===== config.mk =====
export PLATFORM = sky130hd
export DESIGN_NAME = gct_match
export DESIGN_NICKNAME = d
export VERILOG_FILES = /design/src/rtl/gct_pkg.sv /design/src/rtl/gct_match.sv
export SDC_FILE = /design/constraint.sdc
export NUM_CORES = 1
export LEC_CHECK = 0
export BUFFER_PORTS_ARGS = -buffer_cell sky130_fd_sc_hd__buf_2
export CORE_AREA = 2 2 74 76
export DETAILED_ROUTE_END_ITERATION = 6
export DIE_AREA = 0 0 76 78
export GPL_TIMING_DRIVEN = 0
export PLACE_DENSITY = 0.6
export SKIP_LAST_GASP = 1
export SLEW_MARGIN = 0
export SYNTH_ARGS = -nofsm -noshare
export SYNTH_HDL_FRONTEND = slang
export SYNTH_SLANG_ARGS = --single-unit

===== constraint.sdc =====
create_clock -name vclk -period 2.2
set_clock_uncertainty 0.2 [all_clocks]
set_input_delay 0.22 -clock vclk [all_inputs]
set_output_delay 0.22 -clock vclk [all_outputs]
set_load 0.05 [all_outputs]

===== src/rtl/gct_pkg.sv =====
`timescale 1ns / 1ps
// ----------------------------------------------------------------------------
// gct_pkg
// Shared types and codes for the glyph class table lookup unit.
// ----------------------------------------------------------------------------
package gct_pkg;

   localparam int DEF_MAX_ENTRIES = 256;

   localparam int CSR_ADDR_W = 4;
   localparam logic [1:0] REG_FORMAT      = 2'd0;
   localparam logic [1:0] REG_FIRST_GLYPH = 2'd1;
   localparam logic [1:0] REG_ENTRY_COUNT = 2'd2;

   localparam logic [1:0] FMT_ARRAY = 2'd1;
   localparam logic [1:0] FMT_RANGE = 2'd2;

   typedef enum logic [1:0] {
      FN_LOAD_ARRAY = 2'd0,
      FN_LOAD_RANGE = 2'd1,
      FN_CLASS_OF   = 2'd2,
      FN_HAS_CLASS  = 2'd3
   } func_type;

   typedef enum logic [1:0] {
      MM_ARRAY_CLASS = 2'd0,
      MM_RANGE_GLYPH = 2'd1,
      MM_ARRAY_HAS   = 2'd2,
      MM_RANGE_HAS   = 2'd3
   } match_mode_type;

   typedef enum logic [1:0] {
      ST_IDLE = 2'd0,
      ST_SCAN = 2'd1,
      ST_DONE = 2'd2
   } state_type;

   typedef struct packed {
      logic [15:0] lo;
      logic [15:0] hi;
      logic [15:0] cls;
   } span_rec_type;

   typedef struct packed {
      logic [1:0]  table_format;
      logic [15:0] first_glyph;
      logic [8:0]  entry_count;
   } csr_type;

   typedef struct packed {
      logic        hit;
      logic [15:0] cls;
   } match_type;

   typedef struct packed {
      logic        valid;
      logic [15:0] class_out;
      logic        found;
   } result_type;

endpackage


===== src/rtl/gct_match.sv =====
`timescale 1ns / 1ps
// ----------------------------------------------------------------------------
// gct_match
// Shared compare unit: tests one fetched entry against the current query.
// ----------------------------------------------------------------------------
module gct_match
   import gct_pkg::*;
(
   input  match_mode_type mode,
   input  logic [15:0]    glyph,
   input  logic [15:0]    class_in,
   input  logic [15:0]    rd_class,
   input  span_rec_type   rd_rec,
   output match_type      result
);

   always_comb begin
      result.hit = 1'b0;
      result.cls = 16'd0;
      unique case (mode)
         MM_ARRAY_CLASS: begin
            result.hit = 1'b1;
            result.cls = rd_class;
         end
         MM_RANGE_GLYPH: begin
            // empty span (lo above hi) never matches
            result.hit = (glyph >= rd_rec.lo) && (glyph <= rd_rec.hi);
            result.cls = rd_rec.cls;
         end
         MM_ARRAY_HAS: begin
            result.hit = (rd_class == class_in);
         end
         MM_RANGE_HAS: begin
            result.hit = (rd_rec.cls == class_in);
         end
         default: begin
            result.hit = 1'b0;
         end
      endcase
   end

endmodule


==> impl_table.tex, run 1 <==
\begin{tabular}{lr}
\hline
Metric & Value \\
\hline
\multicolumn{2}{l}{\textbf{STA}} \\
Final period demand of the worst path & 2.27 ns \\
Fmax & 440 MHz \\
Setup repair after global routing missed its margin & yes \\
Slew headroom & 0.649 \\
Pins Over Slew Limit & 0 \\
Slew @ Worst Pin & 0.527 ns \\
Final setup fails & 1 \\
Number of endpoints with negative hold slack in the final report & 0 \\
Post-route setup slack & -0.0706 ns \\
Share of the clock period used by the worst path after layout & 1.03 \\
Post-Route Setup TNS & -0.0706 ns \\
\multicolumn{2}{l}{\textbf{Synth}} \\
Portion of netlist area occupied by mux cells & 0.140 \\
Mean cell area of the mapped netlist & 7.24 um2 \\
Adder-Cell Fraction of Synth Area & 0.266 \\
Mapped Area & 1510 um2 \\
Netlist cell types & 41 \\
Number of nets in the synthesized netlist & 338 \\
Synthesized-area fraction occupied by ao, oa, aoi and oai cells & 0.204 \\
Simple-gate portion of the synthesized area & 0.209 \\
Xor/xnor cell area share of the yosys netlist & 0.0698 \\
Register area share after synthesis & 0 \\
Yosys warnings & 0 \\
Syn Inst Count & 208 \\
Combinational family with the most area after synthesis & adder cells \\
\multicolumn{2}{l}{\textbf{Die}} \\
Area of the die & 5930 um2 \\
Number of top-level pins & 115 \\
Row count & 26 \\
Starting density of the core & 0.299 \\
Die X-Extent & 76 um \\
Die Ht & 78 um \\
Std-Cell Core Area & 5040 um2 \\
\multicolumn{2}{l}{\textbf{Global routing}} \\
Pin count of the biggest net entering global routing & 11 \\
Vias in the first global route & 1830 \\
Total congestion overflow & 0 \\
Wire length of the first global-routing pass & 7.76 mm \\
Antenna violations before repair & 0 \\
Total routing resource utilization after global routing & 0.151 \\
\multicolumn{2}{l}{\textbf{Detailed routing}} \\
Number of vias after detailed routing & 1865 \\
Total wirelength of the detailed-routed design & 4.75 mm \\
Count of antenna-violating nets left after detailed routing & 0 \\
Initial DRC count & 19 \\
Post-detailed-route via-to-cell ratio & 4.72 \\
Mean routed wirelength per cell & 12.0 um \\
First-pass iteration count of the detailed router & 4 \\
DRC violations left & 0 \\
\multicolumn{2}{l}{\textbf{Layout}} \\
Layout cell share with drive strength beyond 1 & 0.418 \\
Diode count & 0 \\
Clock tree buffer count of the final layout & 0 \\
Number of fill cells in the layout & 532 \\
Total number of sequential cells & 0 \\
Area delta synth->final & 54.3\% \\
Most common cell after layout, fill and taps aside & buf\_2 \\
Non-Filler Instances & 395 \\
Post-layout nets & 457 \\
Leading cell types in the layout, fill and taps excluded & 111 x buf\_2, 36 x inv\_1, 31 x ha\_1, 21 x mux2i\_1, 20 x nor2\_1 \\
Area taken by flip-flops and latches & 0 um2 \\
\multicolumn{2}{l}{\textbf{Critical path}} \\
Data arrival time of the critical path & 1.85 ns \\
Maximum fanout along the worst path & 5 \\
Element type at the critical path start & input pin \\
Data required time at the worst endpoint & 1.78 ns \\
Setup crit start & mode[1] \\
Worst Setup End Kind & primary output \\
CP Class & input pin to primary output \\
Crit path max-delay cell type & or3\_4 \\
Sequence of cells on the critical path & buf\_12, and3\_4, or3\_4, a2bb2oi\_2, o2111ai\_2, o31a\_1, a211oi\_4, buf\_6 \\
Largest stage delay on the critical path & 0.38 ns \\
\multicolumn{2}{l}{\textbf{Placement}} \\
Detailed placement HPWL & 4.11 mm \\
IO Port Bufs & 115 \\
RePlAce Congestion & 0.805 \\
Cell count after placement & 393 \\
\multicolumn{2}{l}{\textbf{Power}} \\
Peak supply drop & 69.6 uV \\
Reported leakage power & 1.36 nW \\
Power after layout & 0.000488 W \\
PwrDens & 210 nW/um2 \\
\multicolumn{2}{l}{\textbf{Worst hold path}} \\
Worst min-delay path category & input pin to primary output \\
Hold path startpoint & rd\_class[13] \\
\multicolumn{2}{l}{\textbf{Run}} \\
Max-cap violations & 0 \\
\multicolumn{2}{l}{\textbf{CTS}} \\
Number of buffers added to fix hold violations after cts & 0 \\
\multicolumn{2}{l}{\textbf{Status}} \\
Violations in the final reports & negative setup slack \\
Result of the run & finished with violations \\
\hline
\end{tabular}
## critical path, delay by kind of cell
family,cells,cell delay [ns]
AO/OA/AOI/OAI,4,0.78
AND/OR/NAND/NOR,2,0.55
buffers and inverters,2,0.30
## cell families after synthesis
logic type	after synthesis
adder cells (fa/ha/maj)	32
multiplexers	21
XOR/XNOR	12
AO/OA/AOI/OAI	42
AND/OR/NAND/NOR	59
buffers and inverters	42
## synth_stat cells, drive strengths merged, types with 4 or more instances
master	instances	area share
buf	4	0.017
ha	32	0.27
nor2	20	0.050
a21o	8	0.040
nand4	9	0.037
xor2	9	0.052
nand2	4	0.012
nand2b	11	0.046
inv	37	0.092
a21oi	10	0.033
mux2i	21	0.14
## metal layers
layer	routed length [um]	global-route usage	up-vias
met5	0	0	-
met4	55	0.0164	0
met3	377	0.0279	4
met2	2360	0.300	78
met1	1960	0.172	807
li1	-	-	976
## report_power, final
| part | internal (W) | leakage (nW) | switching (W) |
|---|---|---|---|
| Sequential | 0 | 0 | 0 |
| Clock | 0 | 0 | 0 |
| Combinational | 0.000219 | 1.36 | 0.000269 |
| Total | 0.000219 | 1.36 | 0.000269 |
## repair_timing
action	in CTS	in global routing
pin swaps	4	15
gates resized for setup	11	20
setup endpoints to repair	1	1
setup buffers	0	3
## through the flow
stage / util / worst slack (ns) / area (um2) / hold slack (ns)
6_report: 0.461 / -0.0706 / 2320 / 0.707
5_1_grt: 0.461 / -0.160 / 2320 / 0.720
4_1_cts: 0.439 / -0.0795 / 2220 / 0.708
3_5_place_dp: 0.432 / -0.268 / 2180 / 0.703
3_3_place_gp: 0.432 / -0.259 / 2180 / 0.697
2_1_floorplan: - / 0.00407 / 1510 / 0.552
## worst paths after layout
path | endpoint | slack, ns | cells past startpoint
max | result[16] | -0.07 | 8
min | result[13] | 0.71 | 4
## cell type report
type                            count  area, um2  share of cell area
Buffer                              4       32.5              0.0140
Multi-Input combinational cell    166       1430               0.614
Tap cell                           70       87.6              0.0377
Inverter                           37        139              0.0598
Timing Repair Buffer              118        638               0.275
Note: power is estimated with default switching activity, not from simulation.
==> inputs of run 2 (changes only) <==
--- a/config.mk
+++ b/config.mk
@@ -11,6 +11,7 @@
 export DIE_AREA = 0 0 76 78
 export GPL_TIMING_DRIVEN = 0
 export PLACE_DENSITY = 0.6
+export REMOVE_ABC_BUFFERS = 1
 export SKIP_LAST_GASP = 1
 export SLEW_MARGIN = 0
 export SYNTH_ARGS = -nofsm -noshare
==> constraint.sdc (replaced) <==
create_clock -name vclk -period 2.2
set_clock_uncertainty 0.2 [all_clocks]
set_input_delay 0.11 -clock vclk [all_inputs]
set_output_delay 0.11 -clock vclk [all_outputs]
set_load 0.05 [all_outputs]
==> impl_table.tex, run 2 (synthesis gave the netlist of run 1 again) <==
\begin{tabular}{lr}
\hline
Metric & Value \\
\hline
\multicolumn{2}{l}{\textbf{Status}} \\
Result of the run & finished, final reports clean \\
\multicolumn{2}{l}{\textbf{Power}} \\
Switch share & 0.560 (+0.00911) \\
PwrDens & 207 nW/um2 (-1.7\%) \\
Clock power share & 0 (unchanged) \\
Peak supply drop & 78.4 uV (+13\%) \\
Switching power & 0.000252 W (-6.3\%) \\
Internal portion of total power & 0.000198 W (-9.7\%) \\
Combinational Power Share & 1.000 (about the same) \\
Share of total power in sequential cells & 0 (unchanged) \\
Power after layout & 0.000450 W (-7.8\%) \\
Reported leakage power & 1.31 nW (-3.6\%) \\
\multicolumn{2}{l}{\textbf{Placement}} \\
Detailed placement HPWL & 3.99 mm (-2.9\%) \\
Placed inst area & 2140 um2 (-1.7\%) \\
IO Port Bufs & 115 (unchanged) \\
RePlAce Congestion & 0.792 (-1.6\%) \\
Pre-CTS setup slack & -0.558 ns (-0.290 ns) \\
\multicolumn{2}{l}{\textbf{Critical path}} \\
Data required time at the worst endpoint & 1.89 ns (+0.11 ns) \\
Worst Setup End Kind & primary output \\
CP Class & input pin to primary output \\
Data arrival time of the critical path & 1.78 ns (-0.07 ns) \\
Setup crit start & mode[0] \\
Element type at the critical path start & input pin \\
Endpoint of the worst setup timing path & result[16] \\
Maximum fanout along the worst path & 22 (+17) \\
\multicolumn{2}{l}{\textbf{Detailed routing}} \\
First-pass iteration count of the detailed router & 4 (unchanged) \\
Detail Route met3 WL & 210 um (-44\%) \\
Initial DRC count & 33 (+14) \\
Wire length on met2 & 2.21 mm (-6.1\%) \\
Mean routed wirelength per cell & 11.6 um (-3.2\%) \\
Uppermost signal routing layer after detailed routing & met4 \\
DRC violations left & 0 (unchanged) \\
Count of antenna-violating nets left after detailed routing & 0 (unchanged) \\
Post-detailed-route via-to-cell ratio & 4.67 (-1.1\%) \\
Met1 WL & 2.08 mm (+5.9\%) \\
Number of vias after detailed routing & 1812 (-2.8\%) \\
Total wirelength of the detailed-routed design & 4.52 mm (-4.9\%) \\
\multicolumn{2}{l}{\textbf{Global routing}} \\
Total routing resource utilization after global routing & 0.149 (-0.00196) \\
Antenna violations before repair & 0 (unchanged) \\
Wire length of the first global-routing pass & 7.69 mm (-0.80\%) \\
Vias in the first global route & 1842 (+0.66\%) \\
Pin count of the biggest net entering global routing & 24 (+13) \\
Total congestion overflow & 0 (unchanged) \\
\multicolumn{2}{l}{\textbf{STA}} \\
Slew headroom & 0.710 (+0.0613) \\
Final period demand of the worst path & 2.09 ns (-0.184 ns) \\
Post-Route Setup TNS & 0 ns (+0.0706 ns) \\
Setup repair after global routing missed its margin & no \\
Post-route setup slack & 0.113 ns (+0.184 ns) \\
Fmax & 479 MHz (+8.8\%) \\
Slew @ Worst Pin & 0.424 ns (-0.103 ns) \\
Final setup fails & 0 (-1) \\
Number of endpoints with negative hold slack in the final report & 0 (unchanged) \\
Share of the clock period used by the worst path after layout & 0.949 (-0.0835) \\
Pins Over Slew Limit & 0 (unchanged) \\
\multicolumn{2}{l}{\textbf{Layout}} \\
Area delta synth->final & 44.6\% \\
Final design area excluding fillers & 2180 um2 (-6.3\%) \\
Layout cell share with drive strength beyond 1 & 0.387 (-0.0317) \\
Area taken by flip-flops and latches & 0 um2 (unchanged) \\
Clock tree buffer count of the final layout & 0 (unchanged) \\
Total number of sequential cells & 0 (unchanged) \\
Leading cell types in the layout, fill and taps excluded & 112 x buf\_2, 37 x inv\_1, 32 x ha\_1, 21 x mux2i\_1, 20 x nor2\_1 \\
Diode count & 0 (unchanged) \\
Most common cell after layout, fill and taps aside & buf\_2 \\
Post-layout nets & 450 (-1.5\%) \\
\multicolumn{2}{l}{\textbf{Die}} \\
Starting density of the core & 0.299 (unchanged) \\
Die X-Extent & 76 um (unchanged) \\
Area of the die & 5930 um2 (unchanged) \\
Row count & 26 (unchanged) \\
Std-Cell Core Area & 5040 um2 (unchanged) \\
Die Ht & 78 um (unchanged) \\
Number of top-level pins & 115 (unchanged) \\
\multicolumn{2}{l}{\textbf{Worst hold path}} \\
Worst min-delay path category & input pin to primary output \\
\multicolumn{2}{l}{\textbf{Run}} \\
Max-cap violations & 0 (unchanged) \\
\multicolumn{2}{l}{\textbf{CTS}} \\
Number of buffers added to fix hold violations after cts & 0 (unchanged) \\
\hline
\end{tabular}
[run 2: how the worst min path moves through the flow]
| stage | start | endpoint | slack, ns | cells past startpoint |
|---|---|---|---|---|
| floorplan | mode[1] | result[0] | 0.20 | 1 |
| global route | mode[1] | result[7] | 0.51 | 3 |
| finish | mode[1] | result[0] | 0.47 | 3 |
| global placement | rd_class[5] | result[5] | 0.48 | 4 |
| CTS | mode[1] | result[0] | 0.48 | 3 |
| detailed placement | rd_class[11] | result[11] | 0.48 | 4 |
[run 2: layout make-up]
cell class                 instances  area, um2
fill                             563       2870
multi-input combinational        166       1350
timing repair buffer             115        598
inverter                          37        139
tap                               70       87.6
[run 2: timing repair]
item                                    4_1_cts  5_1_grt
pin swaps                                     0        1
gates resized for setup                       8        4
endpoints found under the setup margin        1        1
buffers inserted                              0        0
[run 2: critical path: stages]
cell and delay (ns):
buf_8 0.19, and2_4 0.25, mux2i_1 0.23, xor2_1 0.19, o2111ai_1 0.14, o31a_1 0.28
a211oi_2 0.17, buf_6 0.19
[run 2: routing by layer]
metal | up-vias | GRT usage
met5 | - | 0
met4 | 0 | 0.00909
met3 | 2 | 0.0116
met2 | 51 | 0.288
met1 | 797 | 0.188
li1 | 962 | -
[run 2: stage by stage]
| stage | std cells | hold WS [ns] | util |
|---|---|---|---|
| after floorplan | 203 | 0.196 | - |
| after global placement | 388 | 0.478 | 0.424 |
| after detailed placement | 388 | 0.483 | 0.424 |
| after CTS | 388 | 0.478 | 0.429 |
| after global routing | 388 | 0.508 | 0.432 |
| final | 388 | 0.472 | 0.432 |
[run 2: power groups by stage]
| stage | combinational [W] | sequential [W] | clock (W) |
|---|---|---|---|
| global route | 0.000504 | 0 | 0 |
| detailed placement | 0.000440 | 0 | 0 |
| finish | 0.000450 | 0 | 0 |
| CTS | 0.000448 | 0 | 0 |
| floorplan | 0.000261 | 0 | 0 |
| global placement | 0.000433 | 0 | 0 |
