==> config.mk <==
export PLATFORM = sky130hd
export DESIGN_NAME = gct_ctrl
export DESIGN_NICKNAME = d
export VERILOG_FILES = /design/src/rtl/gct_pkg.sv /design/src/rtl/gct_ctrl.sv
export SDC_FILE = /design/constraint.sdc
export NUM_CORES = 1
export LEC_CHECK = 0
export BUFFER_PORTS_ARGS = -buffer_cell sky130_fd_sc_hd__buf_2
export CORE_ASPECT_RATIO = 1.1
export CORE_MARGIN = 2
export CORE_UTILIZATION = 51
export CTS_CLUSTER_SIZE = 14
export DETAILED_ROUTE_END_ITERATION = 12
export GPL_TIMING_DRIVEN = 0
export PLACE_DENSITY_LB_ADDON = 0.08
export SLEW_MARGIN = 20
export SYNTH_ARGS = -nofsm -noshare
export SYNTH_HDL_FRONTEND = slang
export SYNTH_SLANG_ARGS = --single-unit
==> constraint.sdc <==
create_clock -name clock -period 4.7 [get_ports clock]
set_clock_uncertainty 0.1 [all_clocks]
set_input_delay 0.235 -clock clock [delete_from_list [all_inputs] [get_ports clock]]
set_output_delay 0.235 -clock clock [all_outputs]
set_load 0.005 [all_outputs]
==> src/rtl/gct_pkg.sv <==
`timescale 1ns / 1ps
// ----------------------------------------------------------------------------
// gct_pkg
// Shared types and codes for the glyph class table lookup unit.
// ----------------------------------------------------------------------------
package gct_pkg;

   localparam int DEF_MAX_ENTRIES = 256;

   localparam int CSR_ADDR_W = 4;
   localparam logic [1:0] REG_FORMAT      = 2'd0;
   localparam logic [1:0] REG_FIRST_GLYPH = 2'd1;
   localparam logic [1:0] REG_ENTRY_COUNT = 2'd2;

   localparam logic [1:0] FMT_ARRAY = 2'd1;
   localparam logic [1:0] FMT_RANGE = 2'd2;

   typedef enum logic [1:0] {
      FN_LOAD_ARRAY = 2'd0,
      FN_LOAD_RANGE = 2'd1,
      FN_CLASS_OF   = 2'd2,
      FN_HAS_CLASS  = 2'd3
   } func_type;

   typedef enum logic [1:0] {
      MM_ARRAY_CLASS = 2'd0,
      MM_RANGE_GLYPH = 2'd1,
      MM_ARRAY_HAS   = 2'd2,
      MM_RANGE_HAS   = 2'd3
   } match_mode_type;

   typedef enum logic [1:0] {
      ST_IDLE = 2'd0,
      ST_SCAN = 2'd1,
      ST_DONE = 2'd2
   } state_type;

   typedef struct packed {
      logic [15:0] lo;
      logic [15:0] hi;
      logic [15:0] cls;
   } span_rec_type;

   typedef struct packed {
      logic [1:0]  table_format;
      logic [15:0] first_glyph;
      logic [8:0]  entry_count;
   } csr_type;

   typedef struct packed {
      logic        hit;
      logic [15:0] cls;
   } match_type;

   typedef struct packed {
      logic        valid;
      logic [15:0] class_out;
      logic        found;
   } result_type;

endpackage

==> src/rtl/gct_ctrl.sv <==
`timescale 1ns / 1ps
// ----------------------------------------------------------------------------
// gct_ctrl
// Request sequencer: writes loads, walks table entries through the shared
// compare unit one per cycle, and holds the result until the output frees.
// ----------------------------------------------------------------------------
module gct_ctrl
   import gct_pkg::*;
#(
   parameter int MAX_ENTRIES = DEF_MAX_ENTRIES,
   localparam int AW = $clog2(MAX_ENTRIES)
) (
   input  logic           clock,
   input  logic           reset,
   input  csr_type        csr,
   input  logic           req_valid,
   output logic           req_stall,
   input  logic [1:0]     req_func,
   input  logic [7:0]     req_slot,
   input  logic [15:0]    req_glyph,
   input  logic [15:0]    req_class_in,
   input  logic           out_free,
   output result_type     res,
   output logic           class_wr_en,
   output logic           range_wr_en,
   output logic [AW-1:0]  wr_addr,
   output logic           rd_en,
   output logic [AW-1:0]  rd_addr,
   output match_mode_type mode,
   output logic [15:0]    glyph_q,
   output logic [15:0]    class_q,
   input  match_type      match
);

   localparam logic [31:0] MAX_W = 32'(MAX_ENTRIES);

   state_type      state_ff, state_in;
   match_mode_type mode_ff, mode_in;
   func_type       func_ff, func_in;
   logic [15:0]    glyph_ff, glyph_in;
   logic [15:0]    class_ff, class_in;
   logic [8:0]     idx_ff, idx_in;
   logic [8:0]     n_ff, n_in;
   logic [15:0]    base_ff, base_in;
   logic           pend_ff, pend_in;
   logic [15:0]    res_class_ff, res_class_in;
   logic           res_found_ff, res_found_in;

   func_type    req_fn;
   logic        accept;
   logic        issue;
   logic        is_load;
   logic [31:0] cnt_w;
   logic [8:0]  n_used;
   logic [16:0] span_end;
   logic        in_span;
   logic [15:0] diff;
   logic [31:0] slot_w;
   logic [31:0] addr_w;

   assign req_fn  = func_type'(req_func);
   assign accept  = req_valid && (state_ff == ST_IDLE);
   assign is_load = (req_fn == FN_LOAD_ARRAY) || (req_fn == FN_LOAD_RANGE);
   assign issue   = (idx_ff < n_ff);

   // entries in use, capped at storage depth
   assign cnt_w    = {23'd0, csr.entry_count};
   assign n_used   = (cnt_w > MAX_W) ? MAX_W[8:0] : csr.entry_count;
   // 17-bit span end, no wrap at the top of the glyph space
   assign span_end = {1'b0, csr.first_glyph} + {8'd0, n_used};
   assign in_span  = (req_glyph >= csr.first_glyph) && ({1'b0, req_glyph} < span_end);
   assign diff     = req_glyph - csr.first_glyph;

   assign slot_w  = {24'd0, req_slot};
   assign addr_w  = {16'd0, base_ff} + {23'd0, idx_ff};
   assign wr_addr = slot_w[AW-1:0];
   assign rd_addr = addr_w[AW-1:0];

   assign mode    = mode_ff;
   assign glyph_q = glyph_ff;
   assign class_q = class_ff;

   // next state
   always_comb begin
      state_in = state_ff;
      unique case (state_ff)
         ST_IDLE: begin
            if (accept) begin
               state_in = is_load ? ST_DONE : ST_SCAN;
            end
         end
         ST_SCAN: begin
            if ((pend_ff && match.hit) || (!issue && !pend_ff)) begin
               state_in = ST_DONE;
            end
         end
         ST_DONE: begin
            if (out_free) begin
               state_in = ST_IDLE;
            end
         end
         default: state_in = ST_IDLE;
      endcase
   end

   // outputs
   always_comb begin
      req_stall     = (state_ff != ST_IDLE);
      class_wr_en   = accept && (req_fn == FN_LOAD_ARRAY) && (slot_w < MAX_W);
      range_wr_en   = accept && (req_fn == FN_LOAD_RANGE) && (slot_w < MAX_W);
      rd_en         = (state_ff == ST_SCAN) && issue;
      res.valid     = (state_ff == ST_DONE) && out_free;
      res.class_out = res_class_ff;
      res.found     = res_found_ff;
   end

   // datapath
   always_comb begin
      mode_in      = mode_ff;
      func_in      = func_ff;
      glyph_in     = glyph_ff;
      class_in     = class_ff;
      idx_in       = idx_ff;
      n_in         = n_ff;
      base_in      = base_ff;
      pend_in      = pend_ff;
      res_class_in = res_class_ff;
      res_found_in = res_found_ff;
      if (accept) begin
         func_in      = req_fn;
         glyph_in     = req_glyph;
         class_in     = req_class_in;
         idx_in       = 9'd0;
         pend_in      = 1'b0;
         res_class_in = 16'd0;
         res_found_in = 1'b0;
         base_in      = 16'd0;
         n_in         = 9'd0;
         mode_in      = MM_RANGE_HAS;
         if (req_fn == FN_CLASS_OF) begin
            if (csr.table_format == FMT_ARRAY) begin
               // direct index, a single fetch inside the window, none outside
               mode_in = MM_ARRAY_CLASS;
               base_in = diff;
               n_in    = in_span ? 9'd1 : 9'd0;
            end else if (csr.table_format == FMT_RANGE) begin
               mode_in = MM_RANGE_GLYPH;
               n_in    = n_used;
            end
         end else if (req_fn == FN_HAS_CLASS) begin
            if (csr.table_format == FMT_ARRAY) begin
               mode_in = MM_ARRAY_HAS;
               n_in    = n_used;
            end else if (csr.table_format == FMT_RANGE) begin
               mode_in = MM_RANGE_HAS;
               n_in    = n_used;
            end
         end
      end else if (state_ff == ST_SCAN) begin
         if (issue) begin
            idx_in = idx_ff + 9'd1;
         end
         pend_in = issue;
         // first hit in index order wins
         if (pend_ff && match.hit) begin
            res_class_in = (func_ff == FN_CLASS_OF) ? match.cls : 16'd0;
            res_found_in = (func_ff == FN_HAS_CLASS);
         end
      end
   end

   always_ff @(posedge clock) begin
      if (reset) begin
         state_ff <= ST_IDLE;
         pend_ff  <= 1'b0;
      end else begin
         state_ff <= state_in;
         pend_ff  <= pend_in;
      end
   end

   always_ff @(posedge clock) begin
      mode_ff      <= mode_in;
      func_ff      <= func_in;
      glyph_ff     <= glyph_in;
      class_ff     <= class_in;
      idx_ff       <= idx_in;
      n_ff         <= n_in;
      base_ff      <= base_in;
      res_class_ff <= res_class_in;
      res_found_ff <= res_found_in;
   end

endmodule

==> run metrics, run 1 <==
Mapped Cells=489; hold depth=3; Post-Syn Area=0.004915 mm²; Worst-path clk slew=0.09 ns; die area=0.01044 mm²; Ant. Diodes=0; total number of vias=4276; Yosys reg bits=82; final hold viol count=0; global-route wire length before repair=19150 µm; Post-synth ARST share=0; vias in the first global route=4163; fin nets=839; Final Power=1752 µW; simple-gate share of the synthesized area=0.1614; Area Growth Syn to Fin=30.02%; post-synthesis mux area share=0.006365; relative slew slack=0.6470; final setup TNS=0 ns; fmax=0.2468 GHz; TritonCTS clock tree=built; H-Tree Depth=3; CTS Buf Count=9; die width=97.60 µm; GPL Wtd Cong=0.8225; DR WL/cell=14.88 µm; Startpoint Class=input pin; Pleak=0.002928 µW; fraction of layout cells with a size suffix above 1=0.2698; worst min-delay path endpoint=res_class_ff[9]; largest family of logic cells by synthesized area=simple AND/OR/NAND/NOR gates; most common cell after layout, fill and taps aside=buf_2; Total GRT Usage=0.2313; RSZ-0062 raised after global routing=false; CP Max Fanout=10; critical path required time=4.82 ns; CP Capture Type=register; initial antenna violation count=0; Max Buffers Root-to-Sink=2; MaxCap Viol Count=0; TritonRoute pass-1 iters=4; commonest cells after routing, fill and taps aside=buf_2 (156), ha_1 (58), edfxtp_1 (53); minimum clock period=4.052 ns; Post-Place Worst Slack=0.3190 ns; row cnt=37; PwrDens=274.2 mW/mm²; R2R Setup Slk=2.53 ns; io pins=162; DIE HEIGHT=107.0 µm; Synth Area in Compound Gates=0.1316; Netlist cell types=52; Worst Reg-to-Reg Cells=7; sequential fraction of the synthesis area=0.4420; clk sinks=82; Crit Path Category=in2reg; Overflow after GRT=0; worst hold-check path type=in2reg; PnR worst setup slack=0.6482 ns; r2r endpoint=idx_ff[6]; predominant post-synthesis flop cell=edfxtp_1; status=finished clean; Synth warnings=0; dpl cells=761; final worst-path cycle share=0.8621; hold path startpoint=match[9]; via/cell ratio=5.279; Initial Util=0.5256; R2R Path Start=idx_ff[4]; latest clock arrival within the worst-skew pair=0.36 ns; Residual DRC=0; final cell count without fillers=810; post-cts hold buffer count=31; xor/xnor share of the synthesized area=0.04633; Setup Viol. Count Final=0; Net Count, Synth=640; Slew @ Worst Pin=0.5247 ns; port bufs=153; Post-CTS Setup Bufs=0; CP arrival=4.17 ns; CTS root buf=clkbuf_8; Hold Slack=0.009351 ns; hpwl dp=9118 µm; Avg Inst Size Synth=10.05 µm²; Max rail drop VDD=0.1535 mV; antenna-violating nets left=0; EDFF count, synth=53; post_cts resized=0; largest net degree at the start of global routing=31; initial DRC count=185; WL final=12050 µm; Adder-Cell Fraction of Synth Area=0.1599; max-slew violations=0; Core Box Area=0.009351 mm²
## stage by stage
step	cell area, µm²	utilization
6_report	6390	0.6833
5_1_grt	6390	0.6833
4_1_cts	6370	0.6812
3_5_place_dp	5868	0.6275
3_3_place_gp	5827	0.6231
2_1_floorplan	4915	-
## routing by layer
metal / vias to the layer above / wire [µm] / GRT usage
li1: 2165 / - / -
met1: 1978 / 4970 / 0.2728
met2: 114 / 6308 / 0.4207
met3: 19 / 527 / 0.04368
met4: 0 / 247 / 0.08333
met5: - / 0 / 0
## how the worst max path moves through the flow
stage / depth (start not counted) / to / slack, ns / from
6_report: 18 / n_ff[0] / 0.65 / csr[8]
5_1_grt: 18 / n_ff[0] / 0.27 / csr[8]
2_1_floorplan: 17 / n_ff[0] / 1.25 / csr[0]
3_3_place_gp: 18 / n_ff[0] / 0.35 / csr[8]
3_5_place_dp: 18 / n_ff[0] / 0.32 / csr[8]
4_1_cts: 18 / n_ff[0] / 0.70 / csr[8]
## cells by family (layout without fill, tap and decap cells)
| logic type | after synthesis | after routing |
|---|---|---|
| DFF | 82 | 82 |
| muxes | 3 | 3 |
| xor gates and xnor gates | 26 | 26 |
| and+or+nand+nor | 157 | 157 |
| AOI/OAI and AO/OA | 101 | 101 |
| buffers and inverters | 59 | 263 |
| adders and majority gates | 61 | 61 |
## where the power goes
| part | leakage [µW] | internal [µW] | switching [µW] |
|---|---|---|---|
| Clock | 0.0000947 | 247 | 272 |
| Combinational | 0.00209 | 185 | 208 |
| Sequential | 0.000746 | 820 | 20.3 |
| Total | 0.00293 | 1250 | 500 |
## cells in the mapped netlist, drive strengths merged, types with 2 or more instances
library cell,n,area share
nor2,33,0.025
o211ai,7,0.011
nand3,27,0.027
nand2b,7,0.0089
clkbuf,7,0.0053
and4,3,0.0053
and3,11,0.014
buf,12,0.017
o41ai,4,0.0071
a211oi,8,0.012
a21o,6,0.0092
o21a,3,0.0046
nor3b,2,0.0031
dfxtp,29,0.12
xor2,10,0.018
fa,3,0.012
nand3b,2,0.0031
edfxtp,53,0.32
nor2b,15,0.019
ha,58,0.15
mux2i,2,0.0041
inv,40,0.031
nor3,8,0.0081
nand4,5,0.0064
o31ai,4,0.0061
nand2,33,0.025
or3,3,0.0038
o21bai,3,0.0046
xnor2,16,0.029
a311oi,2,0.0036
o311ai,3,0.0053
a21oi,38,0.039
and2,2,0.0025
o21ai,16,0.017
## layout make-up
type	instances	area, µm²
Fill cell	759	2962
Multi-Input combinational cell	348	2485
Sequential cell	82	2172
Timing Repair Buffer	188	1136
Inverter	40	150.1
Tap cell	117	146.4
Clock buffer	10	127.6
Buffer	19	108.9
Clock inverter	6	63.81
## critical path, cell delays in order
cell and delay [ns]:
buf_2 0.18, nor2b_1 0.31, ha_1 0.26, inv_1 0.06, fa_1 0.40, nor2b_1 0.18, o21ai_0 0.15, and4_1 0.22
nor3_1 0.43, nand2_1 0.13, xnor2_1 0.14, ha_1 0.32, a211oi_1 0.33, nand3b_1 0.16, a211oi_1 0.25, a21o_1 0.17
a32oi_1 0.07, o21ai_0 0.17
## flip-flops by register name (all words and copies together) (netlist names)
| name | cells |
|---|---|
| class_q | 16 |
| glyph_q | 16 |
| res_class_ff | 16 |
| idx_ff | 9 |
| n_ff | 9 |
| base_ff | 8 |
| func_ff | 2 |
| mode | 2 |
| state_ff | 2 |
| pend_ff | 1 |
| res_found_ff | 1 |
(Power assumes the default switching activity.)
==> run 2: changes to the inputs <==
CORE_MARGIN = 1.5   (was 2)
CORE_UTILIZATION = 46   (was 51)
clock period = 3.72 ns   (was 4.7 ns; I/O delays follow)
==> run metrics, run 2 (synthesis gave the netlist of run 1 again) <==
TritonRoute pass-1 iters=6; fin nets=844; Ant. Diodes=0; status=finished clean; commonest cells after routing, fill and taps aside=buf_2 (156), ha_1 (58), edfxtp_1 (53); port bufs=153; CTS Buf Count=9; Crit Path Category=in2reg; Max Buffers Root-to-Sink=2; fillers=917; Final Core Density=0.6331; Slew @ Worst Pin=0.7526 ns; Initial Util=0.4729; total number of vias=4283; row cnt=39; critical path required time=3.70 ns; H-Tree Depth=3; final setup TNS=0 ns; DIE HEIGHT=111.4 µm; WL final=12060 µm; Worst Reg-to-Reg Cells=5; Comb power frac=0.207; Total GRT Usage=0.2172; worst-path cell chain=buf_2 > nor2b_4 > ha_1 > inv_1 > fa_1 > nor2b_2 > o21ai_0 > and4_1 > nor3_4 > buf_4 > nand3_1 > xnor2_1 > ha_1 > nand3_1 > a21oi_1 > o211ai_1 > a21o_1 > a32oi_1 > o21ai_0; hold depth=3; largest net degree at the start of global routing=33; minimum clock period=3.502 ns; final worst-path cycle share=0.9414; GPL Wtd Cong=0.8863; Area Growth Syn to Fin=33.88%; initial DRC count=129; dpl cell area=0.005881 mm²; Startpoint Class=input pin; Sw Share=0.2700; CP Buf/Inv Count=3; CP arrival=3.48 ns; io pins=162; latest clock arrival within the worst-skew pair=0.33 ns; Setup Viol. Count Final=0; Core Box Area=0.01039 mm²; RSZ-0062 raised after global routing=false; initial antenna violation count=0; CP Max Fanout=10; antenna-violating nets left=0; clk sinks=82; fmax=0.2856 GHz; Residual DRC=0; Slowest cell on crit path=fa_1; CTS root buf=clkbuf_16; fin area=0.006580 mm²; relative slew slack=0.4983; Worst-path clk slew=0.06 ns; die width=101.6 µm; Pint=1770 µW; fraction of layout cells with a size suffix above 1=0.2779; vias in the first global route=4198; register share of total power=0.439; PnR worst setup slack=0.2181 ns; Critical Path Stages=19; Hold Slack=0.004883 ns; Pleak=0.003006 µW; via/cell ratio=5.093; CP Capture Type=register; hpwl dp=9025 µm; Post-Place Worst Slack=-0.6785 ns; DR WL/cell=14.34 µm; final hold viol count=0; Crit path largest cell delay=0.41 ns; clock power share=0.354; TritonCTS clock tree=built; most common cell after layout, fill and taps aside=buf_2; MaxCap Viol Count=0; PwrDens=368.4 mW/mm²; Psw=654.5 µW; Max rail drop VDD=0.2387 mV; R2R Setup Slk=1.43 ns; global-route wire length before repair=19110 µm; CP delay by family, top=simple AND/OR/NAND/NOR gates; worst hold-check path type=in2reg; die area=0.01131 mm²; max-slew violations=0; Overflow after GRT=0
run 2: cell count changes in the layout (fill, tap and decap cells not counted), moves of 2 or more:
cell	previous run	this run
clkbuf_8	9	0
nor2b_1	15	13
dlygate4sd3_1	33	36
clkbuf_16	0	10
buf_4	9	12
run 2: path summary, 6_finish.rpt:
check,from,to
worst max-delay path,csr[8],n_ff[0]
worst min-delay path,match[7],res_class_ff[7]
worst max register to register,state_ff[0],base_ff[5]
worst min register to register,res_class_ff[3],res_class_ff[3]
run 2: tightest hold or removal path, stage by stage:
cell     delay [ns]
buf_2          0.10
nand3_1        0.06
a21oi_1        0.06
run 2: layer usage:
metal / track usage / part of all wire / wire [µm]
met1: 0.2558 / 0.43 / 5157
met2: 0.3858 / 0.51 / 6167
met3: 0.03641 / 0.035 / 424
met4: 0.08889 / 0.026 / 314
met5: 0 / 0 / 0
run 2: cell type report:
class	instances	area [µm²]	share of cell area
plain buffers	19	108.9	0.01654
clock buffers	11	254.0	0.03860
clock inverters	5	32.53	0.004944
inverters	40	150.1	0.02282
multi-input cells	348	2515	0.3822
flip-flops and latches	82	2172	0.3301
well taps	143	178.9	0.02719
repair buffers	193	1169	0.1776
run 2: through the flow:
step / power [µW] / instances
2_1_floorplan: 1359 / 489
3_3_place_gp: 1533 / 785
3_5_place_dp: 1542 / 786
4_1_cts: 2432 / 838
5_1_grt: 2533 / 841
6_report: 2424 / 841
run 2: what timing repair did:
action                                  CTS  global route
hold endpoints to repair                 38             0
pin swaps                                 0             2
setup buffers                             0             3
endpoints found under the setup margin    1             1
hold buffers                             36             0
resized for setup                         3             4
run 2: power by group through the flow:
stage                     sequential (µW)  clock [µW]  combinational [µW]
after floorplan                      1090           0                 274
after global placement               1090           0                 446
after detailed placement             1080           0                 460
after CTS                            1060         873                 497
after global routing                 1070         901                 565
final                                1060         859                 502
==> run 3: changes to the inputs <==
CORE_UTILIZATION = 48   (was 46)
CTS_BUF_LIST = sky130_fd_sc_hd__clkbuf_4 sky130_fd_sc_hd__clkbuf_8   (was default)
==> run metrics, run 3 (synthesis gave the netlist of run 1 again) <==
status=finished clean; relative slew slack=0.6937; Residual DRC=0; minimum clock period=3.458 ns; CP Max Fanout=10; WL final=12240 µm; dpl cells=764; clk sinks=82; TritonCTS clock tree=built; Ant. Diodes=0; die width=99.48 µm; critical path required time=3.85 ns; antenna-violating nets left=0; initial DRC count=174; Setup Viol. Count Final=0; Initial Util=0.4946; hpwl dp=9060 µm; final worst-path cycle share=0.9295; fin nets=857; Total GRT Usage=0.2261; R2R Setup Slk=1.52 ns; worst hold-check path type=in2reg; row cnt=38; worst-path cell chain=buf_2 > nor2b_4 > ha_2 > inv_1 > fa_1 > nor2b_1 > o21ai_0 > and4_1 > nor3_4 > nand2_1 > xnor2_1 > ha_1 > a211oi_2 > nand3b_1 > a211oi_2 > a21o_1 > a32oi_1 > o21ai_1; Core Box Area=0.009937 mm²; most common cell after layout, fill and taps aside=buf_2; CTS Buf Count=9; MaxCap Viol Count=0; RSZ-0062 raised after global routing=false; final hold viol count=0; PwrDens=357.1 mW/mm²; initial antenna violation count=0; via/cell ratio=5.256; area of the multi-input gates=0.002520 mm²; global-route wire length before repair=19170 µm; Max Buffers Root-to-Sink=2; io pins=162; GPL Wtd Cong=0.8887; largest net degree at the start of global routing=33; CP Capture Type=register; Crit path largest cell delay=0.39 ns; H-Tree Depth=3; R2R Path Start=idx_ff[4]; final cell count without fillers=831; total number of vias=4368; Startpoint Class=input pin; cell mode on critical path=a211oi_2; Worst-path clk slew=0.09 ns; CP arrival=3.59 ns; Slowest cell on crit path=fa_1; TritonRoute pass-1 iters=4; Pleak=0.003042 µW; latest clock arrival within the worst-skew pair=0.36 ns; r2r endpoint=idx_ff[6]; fillers=794; hold path startpoint=req_func[0]; fraction of layout cells with a size suffix above 1=0.2757; DIE HEIGHT=109.1 µm; final setup TNS=0 ns; die area=0.01086 mm²; DR WL/cell=14.73 µm; port bufs=153; CTS root buf=clkbuf_8; Final Core Density=0.6701; Area Growth Syn to Fin=35.49%; sequential cell area=0.002172 mm²; max-slew violations=0; Crit Path Category=in2reg; Slew @ Worst Pin=0.4553 ns; fmax=0.2892 GHz; commonest cells after routing, fill and taps aside=buf_2 (156), ha_1 (57), edfxtp_1 (53); Worst Reg-to-Reg Cells=7; Overflow after GRT=0; crit path to=n_ff[0]; vias in the first global route=4209; crit path from=csr[8]; Max rail drop VDD=0.2056 mV
==> run 3: through the flow <==
stage	hold slack, ns	power [µW]	area [µm²]	setup slack [ns]
floorplan	0.1551	1359	4915	0.3237
global placement	0.2635	1529	5831	-0.6127
detailed placement	0.2645	1552	5872	-0.6491
CTS	0.006343	2380	6624	0.05199
global route	0.02989	2488	6659	0.01280
finish	0.01924	2378	6659	0.2623
==> run 3: worst min-delay path by stage <==
stage	end	slack, ns	cells after the start
finish	func_ff[0]	0.02	1
global route	func_ff[0]	0.03	1
CTS	func_ff[0]	0.006	1
detailed placement	class_q[0]	0.26	1
global placement	class_q[15]	0.26	1
floorplan	state_ff[1]	0.16	1
==> run 3: power breakdown <==
group | internal [µW] | total [µW] | switching (µW)
clock network | 457 | 793 | 336
registers | 1040 | 1060 | 26.2
logic | 250 | 522 | 272
total | 1740 | 2380 | 634
==> run 3: repair_timing <==
action / in CTS / in global routing
buffers inserted: 0 / 1
resized for setup: 2 / 7
pin swaps: 0 / 3
setup endpoints to repair: 1 / 1
gates cloned: 0 / 0
hold buffers: 50 / 0
hold endpoints to repair: 52 / 0
==> run 3: final cells by class <==
class                   instances  share of cell area
plain buffers                  19             0.01635
clock buffers                  10             0.01973
clock inverters                 6             0.01691
repair buffers                206              0.1973
well taps                     120             0.02255
inverters                      40             0.02255
flip-flops and latches         82              0.3262
multi-input cells             348              0.3784
==> run 3: critical path: cells and delay by family <==
| family | cells | cell delay [ns] |
|---|---|---|
| xor gates and xnor gates | 1 | 0.14 |
| adders and majority gates | 3 | 0.96 |
| buffers and inverters | 2 | 0.25 |
| AOI/OAI and AO/OA | 6 | 0.92 |
| and+or+nand+nor | 6 | 1.14 |
==> run 3: metal layers <==
layer,up-vias,wire [µm],global-route usage,share of wire
met2,123,6348,0.4066,0.52
met3,25,529,0.02244,0.043
met5,-,0,0,0
met4,0,328,0.1127,0.027
met1,2019,5036,0.2704,0.41
li1,2201,-,-,-
